<file path="src/hdl/assert_macros.svh">
// Assertion macros shared by the keyed block allocator RTL
`ifndef ASSERT_MACROS_SVH
`define ASSERT_MACROS_SVH

// Same-cycle implication, disabled while reset is asserted
`define KBA_ASSERT_IMPL(label, clk, rst_n, ante, cons, msg) \
	label: assert property (@(posedge clk) disable iff (!rst_n) (ante) |-> (cons)) \
		else $error(msg);

// Next-cycle implication, disabled while reset is asserted
`define KBA_ASSERT_NEXT(label, clk, rst_n, ante, cons, msg) \
	label: assert property (@(posedge clk) disable iff (!rst_n) (ante) |=> (cons)) \
		else $error(msg);

`endif

</file>
<file path="src/hdl/kba_pkg.sv">
// Types and constants for the keyed block allocator
package kba_pkg;

	localparam int KBA_MAX_ENTRIES = 64;
	localparam int KBA_POOL_BYTES  = 65536;

	localparam int KEY_W  = 32;
	localparam int SIZE_W = 13;
	localparam int OFF_W  = 16;

	typedef enum logic [1:0] {
		FUNC_ATTACH = 2'd0,
		FUNC_REMOVE = 2'd1,
		FUNC_LOOKUP = 2'd2,
		FUNC_NONE   = 2'd3
	} func_t;

	typedef enum logic [1:0] {
		STAT_OK         = 2'd0,
		STAT_NOT_FOUND  = 2'd1,
		STAT_TABLE_FULL = 2'd2,
		STAT_POOL_FULL  = 2'd3
	} status_t;

	typedef struct packed {
		func_t             func;
		logic [KEY_W-1:0]  key;
		logic [SIZE_W-1:0] block_size;
	} req_t;

	typedef struct packed {
		status_t          status;
		logic [OFF_W-1:0] offset;
		logic             reused;
	} rsp_t;

	// one header table entry
	typedef struct packed {
		logic [KEY_W-1:0]  key;
		logic [SIZE_W-1:0] size;
		logic [OFF_W-1:0]  offset;
		logic              used;
	} entry_t;

	typedef struct packed {
		logic load;
		logic scan;
		logic commit;
	} dp_cmd_t;

	typedef struct packed {
		logic match;
		logic done;
	} dp_sts_t;

	typedef enum logic {
		ST_IDLE,
		ST_SCAN
	} kba_state_t;

endpackage

</file>
<file path="src/hdl/kba_ctrl.sv">
// Controller for the keyed block allocator: request accept and scan sequencing
module kba_ctrl import kba_pkg::*; (
	input  logic    clk,
	input  logic    arst_n,
	input  logic    start,
	output logic    busy,
	input  dp_sts_t sts,
	output dp_cmd_t cmd
);

	kba_state_t state_q, state_d;

	always_ff @(posedge clk or negedge arst_n) begin
		if (!arst_n) begin
			state_q <= ST_IDLE;
		end else begin
			state_q <= state_d;
		end
	end

	always_comb begin
		state_d    = state_q;
		cmd.load   = 1'b0;
		cmd.scan   = 1'b0;
		cmd.commit = 1'b0;
		busy       = 1'b0;
		case (state_q)
			ST_IDLE: begin
				if (start) begin
					cmd.load = 1'b1;
					state_d  = ST_SCAN;
				end
			end
			ST_SCAN: begin
				busy = 1'b1;
				if (sts.match || sts.done) begin
					cmd.commit = 1'b1;
					state_d    = ST_IDLE;
				end else begin
					cmd.scan = 1'b1;
				end
			end
			default: begin
				state_d = ST_IDLE;
			end
		endcase
	end

endmodule

</file>
<file path="src/hdl/kba_datapath.sv">
// Datapath for the keyed block allocator: header table, scan pipeline, pool pointer
module kba_datapath import kba_pkg::*; #(
	parameter int MAX_ENTRIES = KBA_MAX_ENTRIES,
	parameter int POOL_BYTES  = KBA_POOL_BYTES
) (
	input  logic    clk,
	input  logic    arst_n,
	input  req_t    req,
	input  dp_cmd_t cmd,
	output dp_sts_t sts,
	output rsp_t    rsp,
	output logic    done
);

	localparam int IDX_W = (MAX_ENTRIES > 1) ? $clog2(MAX_ENTRIES) : 1;
	localparam int CNT_W = $clog2(MAX_ENTRIES + 1);
	localparam int TOP_W = $clog2(POOL_BYTES + 1);
	localparam int SUM_W = ((TOP_W > SIZE_W) ? TOP_W : SIZE_W) + 1;

	entry_t mem [MAX_ENTRIES];

	req_t             req_q;
	logic [CNT_W-1:0] addr_q;
	logic [CNT_W-1:0] count_q;
	logic [TOP_W-1:0] pool_top_q;
	logic             vld_s1;
	logic [IDX_W-1:0] idx_s1;
	entry_t           rd_s1;
	logic             done_q;
	rsp_t             rsp_q;

	logic             rd_en;
	logic             hit;
	logic             we;
	logic [IDX_W-1:0] wa;
	entry_t           wd;
	rsp_t             rsp_d;
	logic             append;
	logic [SUM_W-1:0] top_sum;

	assign rd_en = cmd.scan && (addr_q < count_q);

	always_comb begin
		hit = 1'b0;
		case (req_q.func)
			FUNC_ATTACH: hit = !rd_s1.used && (rd_s1.size == req_q.block_size);
			FUNC_REMOVE,
			FUNC_LOOKUP: hit = rd_s1.used && (rd_s1.key == req_q.key);
			default:     hit = 1'b0;
		endcase
	end

	assign sts.match = vld_s1 && hit;
	assign sts.done  = !vld_s1 && (addr_q >= count_q);

	assign top_sum = SUM_W'(pool_top_q) + SUM_W'(req_q.block_size);

	// result and table update, decided in the commit cycle
	always_comb begin
		we            = 1'b0;
		wa            = idx_s1;
		wd            = rd_s1;
		append        = 1'b0;
		rsp_d.status  = STAT_NOT_FOUND;
		rsp_d.offset  = '0;
		rsp_d.reused  = 1'b0;
		if (sts.match) begin
			rsp_d.status = STAT_OK;
			rsp_d.offset = rd_s1.offset;
			case (req_q.func)
				FUNC_ATTACH: begin
					we           = 1'b1;
					wd.used      = 1'b1;
					wd.key       = req_q.key;
					rsp_d.reused = 1'b1;
				end
				FUNC_REMOVE: begin
					we      = 1'b1;
					wd.used = 1'b0;
				end
				default: begin
					we = 1'b0;
				end
			endcase
		end else if (req_q.func == FUNC_ATTACH) begin
			if (count_q == CNT_W'(MAX_ENTRIES)) begin
				rsp_d.status = STAT_TABLE_FULL;
			end else if (top_sum > SUM_W'(POOL_BYTES)) begin
				rsp_d.status = STAT_POOL_FULL;
			end else begin
				append       = 1'b1;
				we           = 1'b1;
				wa           = count_q[IDX_W-1:0];
				wd.key       = req_q.key;
				wd.size      = req_q.block_size;
				wd.offset    = OFF_W'(pool_top_q);
				wd.used      = 1'b1;
				rsp_d.status = STAT_OK;
				rsp_d.offset = OFF_W'(pool_top_q);
			end
		end
	end

	// header table: one write port, one registered read port
	always_ff @(posedge clk) begin
		if (cmd.commit && we) begin
			mem[wa] <= wd;
		end
		if (rd_en) begin
			rd_s1  <= mem[addr_q[IDX_W-1:0]];
			idx_s1 <= addr_q[IDX_W-1:0];
		end
		if (cmd.load) begin
			req_q <= req;
		end
		if (cmd.commit) begin
			rsp_q <= rsp_d;
		end
	end

	always_ff @(posedge clk or negedge arst_n) begin
		if (!arst_n) begin
			addr_q     <= '0;
			vld_s1     <= 1'b0;
			count_q    <= '0;
			pool_top_q <= '0;
			done_q     <= 1'b0;
		end else begin
			done_q <= cmd.commit;
			if (cmd.load) begin
				addr_q <= '0;
				vld_s1 <= 1'b0;
			end else if (cmd.scan) begin
				vld_s1 <= rd_en;
				if (rd_en) begin
					addr_q <= addr_q + 1'b1;
				end
			end
			if (cmd.commit && append) begin
				count_q    <= count_q + 1'b1;
				pool_top_q <= TOP_W'(top_sum);
			end
		end
	end

	assign rsp  = rsp_q;
	assign done = done_q;

endmodule

</file>
<file path="src/hdl/keyed_block_allocator_top.sv">
// Sequence: accept loads the request, then headers are read in order from header 0, one
// header read per cycle, until a hit or the header count; the commit is registered into done.
// A new request is taken in the result cycle at the earliest, so requests never overlap.
// The receiver cannot stall; done lasts one cycle.
// Reset: arst_n clears the header count, pool top and controller; table contents
// are not cleared, since only headers below the count are ever read.
`include "assert_macros.svh"

module keyed_block_allocator_top import kba_pkg::*; #(
	parameter int MAX_ENTRIES = KBA_MAX_ENTRIES,
	parameter int POOL_BYTES  = KBA_POOL_BYTES
) (
	input  logic clk,
	input  logic arst_n,
	input  logic start,
	output logic busy,
	input  req_t req,
	output logic done,
	output rsp_t rsp
);

	dp_cmd_t cmd;
	dp_sts_t sts;

	kba_ctrl u_ctrl (
		.clk    (clk),
		.arst_n (arst_n),
		.start  (start),
		.busy   (busy),
		.sts    (sts),
		.cmd    (cmd)
	);

	kba_datapath #(
		.MAX_ENTRIES (MAX_ENTRIES),
		.POOL_BYTES  (POOL_BYTES)
	) u_dp (
		.clk    (clk),
		.arst_n (arst_n),
		.req    (req),
		.cmd    (cmd),
		.sts    (sts),
		.rsp    (rsp),
		.done   (done)
	);

	`KBA_ASSERT_NEXT(a_accept_busy, clk, arst_n, start && !busy, busy, "request accepted but not busy")
	`KBA_ASSERT_IMPL(a_done_after_busy, clk, arst_n, done, $past(busy), "result without a scan")
	`KBA_ASSERT_NEXT(a_done_single, clk, arst_n, done, !done, "result strobe repeated")
	`KBA_ASSERT_IMPL(a_commit_exclusive, clk, arst_n, cmd.commit, !cmd.scan && !cmd.load, "commit overlaps scan or load")

endmodule

</file>
<file path="config.mk">
export PLATFORM = sky130hd
export DESIGN_NAME = keyed_block_allocator_top
export DESIGN_NICKNAME = d
export VERILOG_FILES = /design/src/hdl/kba_pkg.sv /design/src/hdl/kba_ctrl.sv /design/src/hdl/kba_datapath.sv /design/src/hdl/keyed_block_allocator_top.sv
export VERILOG_INCLUDE_DIRS = /design/src /design/src/hdl
export SDC_FILE = /design/constraint.sdc
export NUM_CORES = 2
export LEC_CHECK = 0
export BUFFER_PORTS_ARGS = -buffer_cell sky130_fd_sc_hd__clkbuf_2
export CORE_MARGIN = 4
export CORE_UTILIZATION = 55
export DETAILED_ROUTE_END_ITERATION = 10
export PLACE_DENSITY = 0.81
export SYNTH_ARGS = -nofsm -noshare
export SYNTH_HDL_FRONTEND = slang
export SYNTH_SLANG_ARGS = --single-unit
</file>
<file path="constraint.sdc">
create_clock -name clk -period 10.3 [get_ports clk]
set_input_delay 2.06 -clock clk [delete_from_list [all_inputs] [get_ports clk]]
set_output_delay 2.06 -clock clk [all_outputs]
set_load 0.01 [all_outputs]
</file>
==> reports/results.tsv <==
stage	metric	value	unit
sta	max_slew_margin	3.66	%
setup_path	ff2ff_path_depth	10	
logic_synthesis	synth_edf_count	4102	
pwr	p_int	33.2	mW
setup_path	critPathCaptureType	flip-flop	
clocking	clk_latency	1060	ps
clocking	cts_tree	built	
finish	design_area	177000	um^2
logic_synthesis	syn_area	158000	um^2
sta	setup_ws	2790	ps
global_route	antenna_found_initial	74	
placed_design	dp_hpwl	241000	um
finish	final_cell_mix	edfxtp_1, mux4_2, clkbuf_16	
sta	setup_tns	0	ps
finish	final_common_cell	edfxtp_1	
route	drt_first_pass_iters	8	
clocking	clockRootBuffer	clkbuf_16	
worst_hold_path	whs_path_depth	1	
setup_path	worstPathArrival	8140	ps
logic_synthesis	netlist_instances	6374	
finish	regArea	124000	um^2
setup_path	rr_endpoint	u_dp.mem[36][41]$_DFFE_PP_	
finish	final_layout_size_suffix_gt1_share	32.5	%
finish	fillers	17175	
die	core	286000	um^2
global_route	grt_pass1_vias	80019	
setup_path	r2r_setup_slack	2790	ps
route	avgRoutedWirePerCell	44.9	um
setup_path	startpoint	u_dp.req_q[41]$_DFFE_PP_	
clocking	clk_transition_reported_paths	70	ps
sta	worst_pin_slew	1450	ps
sta	hold_viol	0	
global_route	grt_max_degree	157	
flow_run	drv_cap	0	
logic_synthesis	async_flop_share	0.822	%
pwr	pwr-share-seq	44.6	%
route	route.detailed.drc	0	
placed_design	gp_congestion	0.935	
sta	finalHoldWorstSlack	545	ps
setup_path	r2r-start	u_dp.req_q[41]$_DFFE_PP_	
logic_synthesis	synth_nets	6451	
sta	rsz0062_at_grt	false	
setup_path	crit_buf_inv	1	
die	placementRows	196	
route	routed_wl	487000	um
setup_path	critical_path_class	flip-flop to flip-flop	
logic_synthesis	synth.distinct_cells	62	
sta	fin_crit	7510	ps
setup_path	critPathTopFamily	simple AND/OR/NAND/NOR gates	
pwr	power.leakage	53.6	nW
route	drt-initial-drc-count	16452	
placed_design	port_buffers	70	
clocking	htree_levels	5	
sta	setup_viol	0	
pwr	p_sw	14.4	mW
clocking	post_cts_buffers	0	
route	routed_via_density	7.49	
worst_hold_path	hold_end	u_dp.pool_top_q[16]$_DFFE_PN0P_	
setup_path	worstPathCellList	xnor2_1 -> nand4_1 -> nor4_1 -> nand4_1 -> a21oi_2 -> o21ai_1 -> nor4_1 -> o22ai_1 -> nor2_4 -> buf_4	
setup_path	worst-path-stages	10	
sta	clock_skew	110	ps
setup_path	cp_slowest_stage_delay	1040	ps
logic_synthesis	yosys_warnings	0	
setup_path	critPathMaxFanout	44	
placed_design	dp_slack	3520	ps
pwr	peakVddDrop	0.251	mV
global_route	grt_usage	33.0	%
global_route	grt_first_pass_wirelength	671000	um
pwr	power_frac_comb	24.2	%
die	die_width	545	um
die	start_util	55.4	%
setup_path	start_kind	flip-flop	
sta	maxSlewViolCount	0	
global_route	grt_overflow	0	
worst_hold_path	min_from	u_dp.pool_top_q[16]$_DFFE_PN0P_	
clocking	clock_path_buffers	4	
clocking	cts_buffers	401	
sta	finalCritPeriodShare	72.9	%
placed_design	place_area	165000	um^2
route	ant_nets	0	
die	ioPinCount	71	
finish	syn_to_final_growth	12.0	%
die	die_y	545	um
finish	nets	6819	
outcome	status	finished, final reports clean	
logic_synthesis	ys_seq_area_share	78.3	%
clocking	cts.hold.buffers_added	0	
route	vias	81309	
pwr	sw_frac_of_total	30.2	%
setup_path	worstPathRequired	10930	ps
worst_hold_path	hold_class	flip-flop to flip-flop	
logic_synthesis	yosys_most_used_dff	edfxtp_1	
clocking	ctsResizeCount	0	
setup_path	slowest_stage	a21oi_2	
die	fp.dieArea	297000	um^2
clocking	clock-sinks	4136	
pwr	p_clk_share	31.2	%
sta	max_freq	0.133	GHz
pwr	power.density	269	nW/um^2
logic_synthesis	avgSynthCellArea	24.9	um^2
finish	multi_input_area	33600	um^2
logic_synthesis	synth_seq_cells	4136	
## synthesized netlist by cell type, types with 5 or more instances
master	count	area share (%)
a211oi_1	9	0.043
a21o_1	8	0.038
a21oi_1	25	0.079
a31oi_1	5	0.020
a32oi_1	5	0.028
buf_1	85	0.20
buf_2	10	0.032
clkbuf_1	236	0.56
dfrtp_1	34	0.54
edfxtp_1	4102	78
ha_1	26	0.21
inv_1	22	0.052
mux2_2	41	0.29
mux2i_1	6	0.038
mux4_2	1302	19
nand2_1	136	0.32
nand2b_1	5	0.020
nand3_1	12	0.038
nand4_1	21	0.083
nor2_1	75	0.18
nor2b_1	7	0.028
nor3_1	39	0.12
o21ai_0	24	0.076
o22ai_1	7	0.028
xnor2_1	49	0.27
xor2_1	19	0.11
## power by group through the flow
stage	Clock, mW	Sequential, mW	Combinational (mW)
floorplan	0	21.5	6.64
global placement	0	21.5	10.4
detailed placement	0	21.6	10.8
CTS	14.8	21.2	11.2
global route	15.7	21.3	11.8
finish	14.8	21.3	11.5
## routing by layer
layer / vias up / wire (um) / GRT usage (%)
li1: 28399 / - / -
met1: 42104 / 146000 / 40.6
met2: 8860 / 233000 / 51.6
met3: 1884 / 68200 / 9.86
met4: 62 / 40100 / 21.6
met5: - / 460 / 0
## kinds of logic (layout without fill, tap and decap cells)
kind of cell	count (synthesis)	after routing	share of synthesized area, %
AND/OR/NAND/NOR	320	320	0.913
other	0	52	0
multiplexers	1349	1349	18.8
adder cells (fa/ha/maj)	27	27	0.218
AO/OA/AOI/OAI	120	120	0.521
XOR/XNOR	69	69	0.386
flip-flops	4136	4136	78.3
buffers and inverters	353	1021	0.844
## flip-flops by register name, indices dropped and copies added, names as in the netlist
signal           flops
u_dp.req_q          47
u_dp.idx_s1          6
u_dp.pool_top_q     17
u_dp.mem          3968
u_dp.count_q         7
u_dp.vld_s1          1
u_ctrl.state_q       1
u_dp.rd_s1          62
u_dp.done            1
u_dp.rsp            19
u_dp.addr_q          7
## worst max-delay path by stage
stage | end | slack (ps)
detailed placement | u_dp.mem[53][60]$_DFFE_PP_ | 3520
global placement | u_dp.mem[53][44]$_DFFE_PP_ | 3550
floorplan | u_dp.mem[54][0]$_DFFE_PP_ | 1750
finish | u_dp.mem[36][41]$_DFFE_PP_ | 2790
CTS | u_dp.mem[36][36]$_DFFE_PP_ | 3450
global route | u_dp.mem[37][15]$_DFFE_PP_ | 2980
## through the flow
step | power [mW] | instances | util (%)
after floorplan | 28.1 | 6374 | -
after global placement | 32.0 | 10101 | 57.6
after detailed placement | 32.4 | 10101 | 57.6
after CTS | 47.3 | 10804 | 62.0
after global routing | 48.7 | 10823 | 62.0
final | 47.7 | 10856 | 62.1
## area by class of cell
cell class / count / share of cell area [%]
antenna: 52 / 0.0733
clock buffer: 467 / 5.87
clock inverter: 236 / 1.29
multi-input combinational: 1885 / 18.9
inverter: 22 / 0.0465
timing repair buffer: 296 / 1.22
sequential: 4136 / 69.9
tap: 3762 / 2.65
Power figures use the tool's default switching activity.
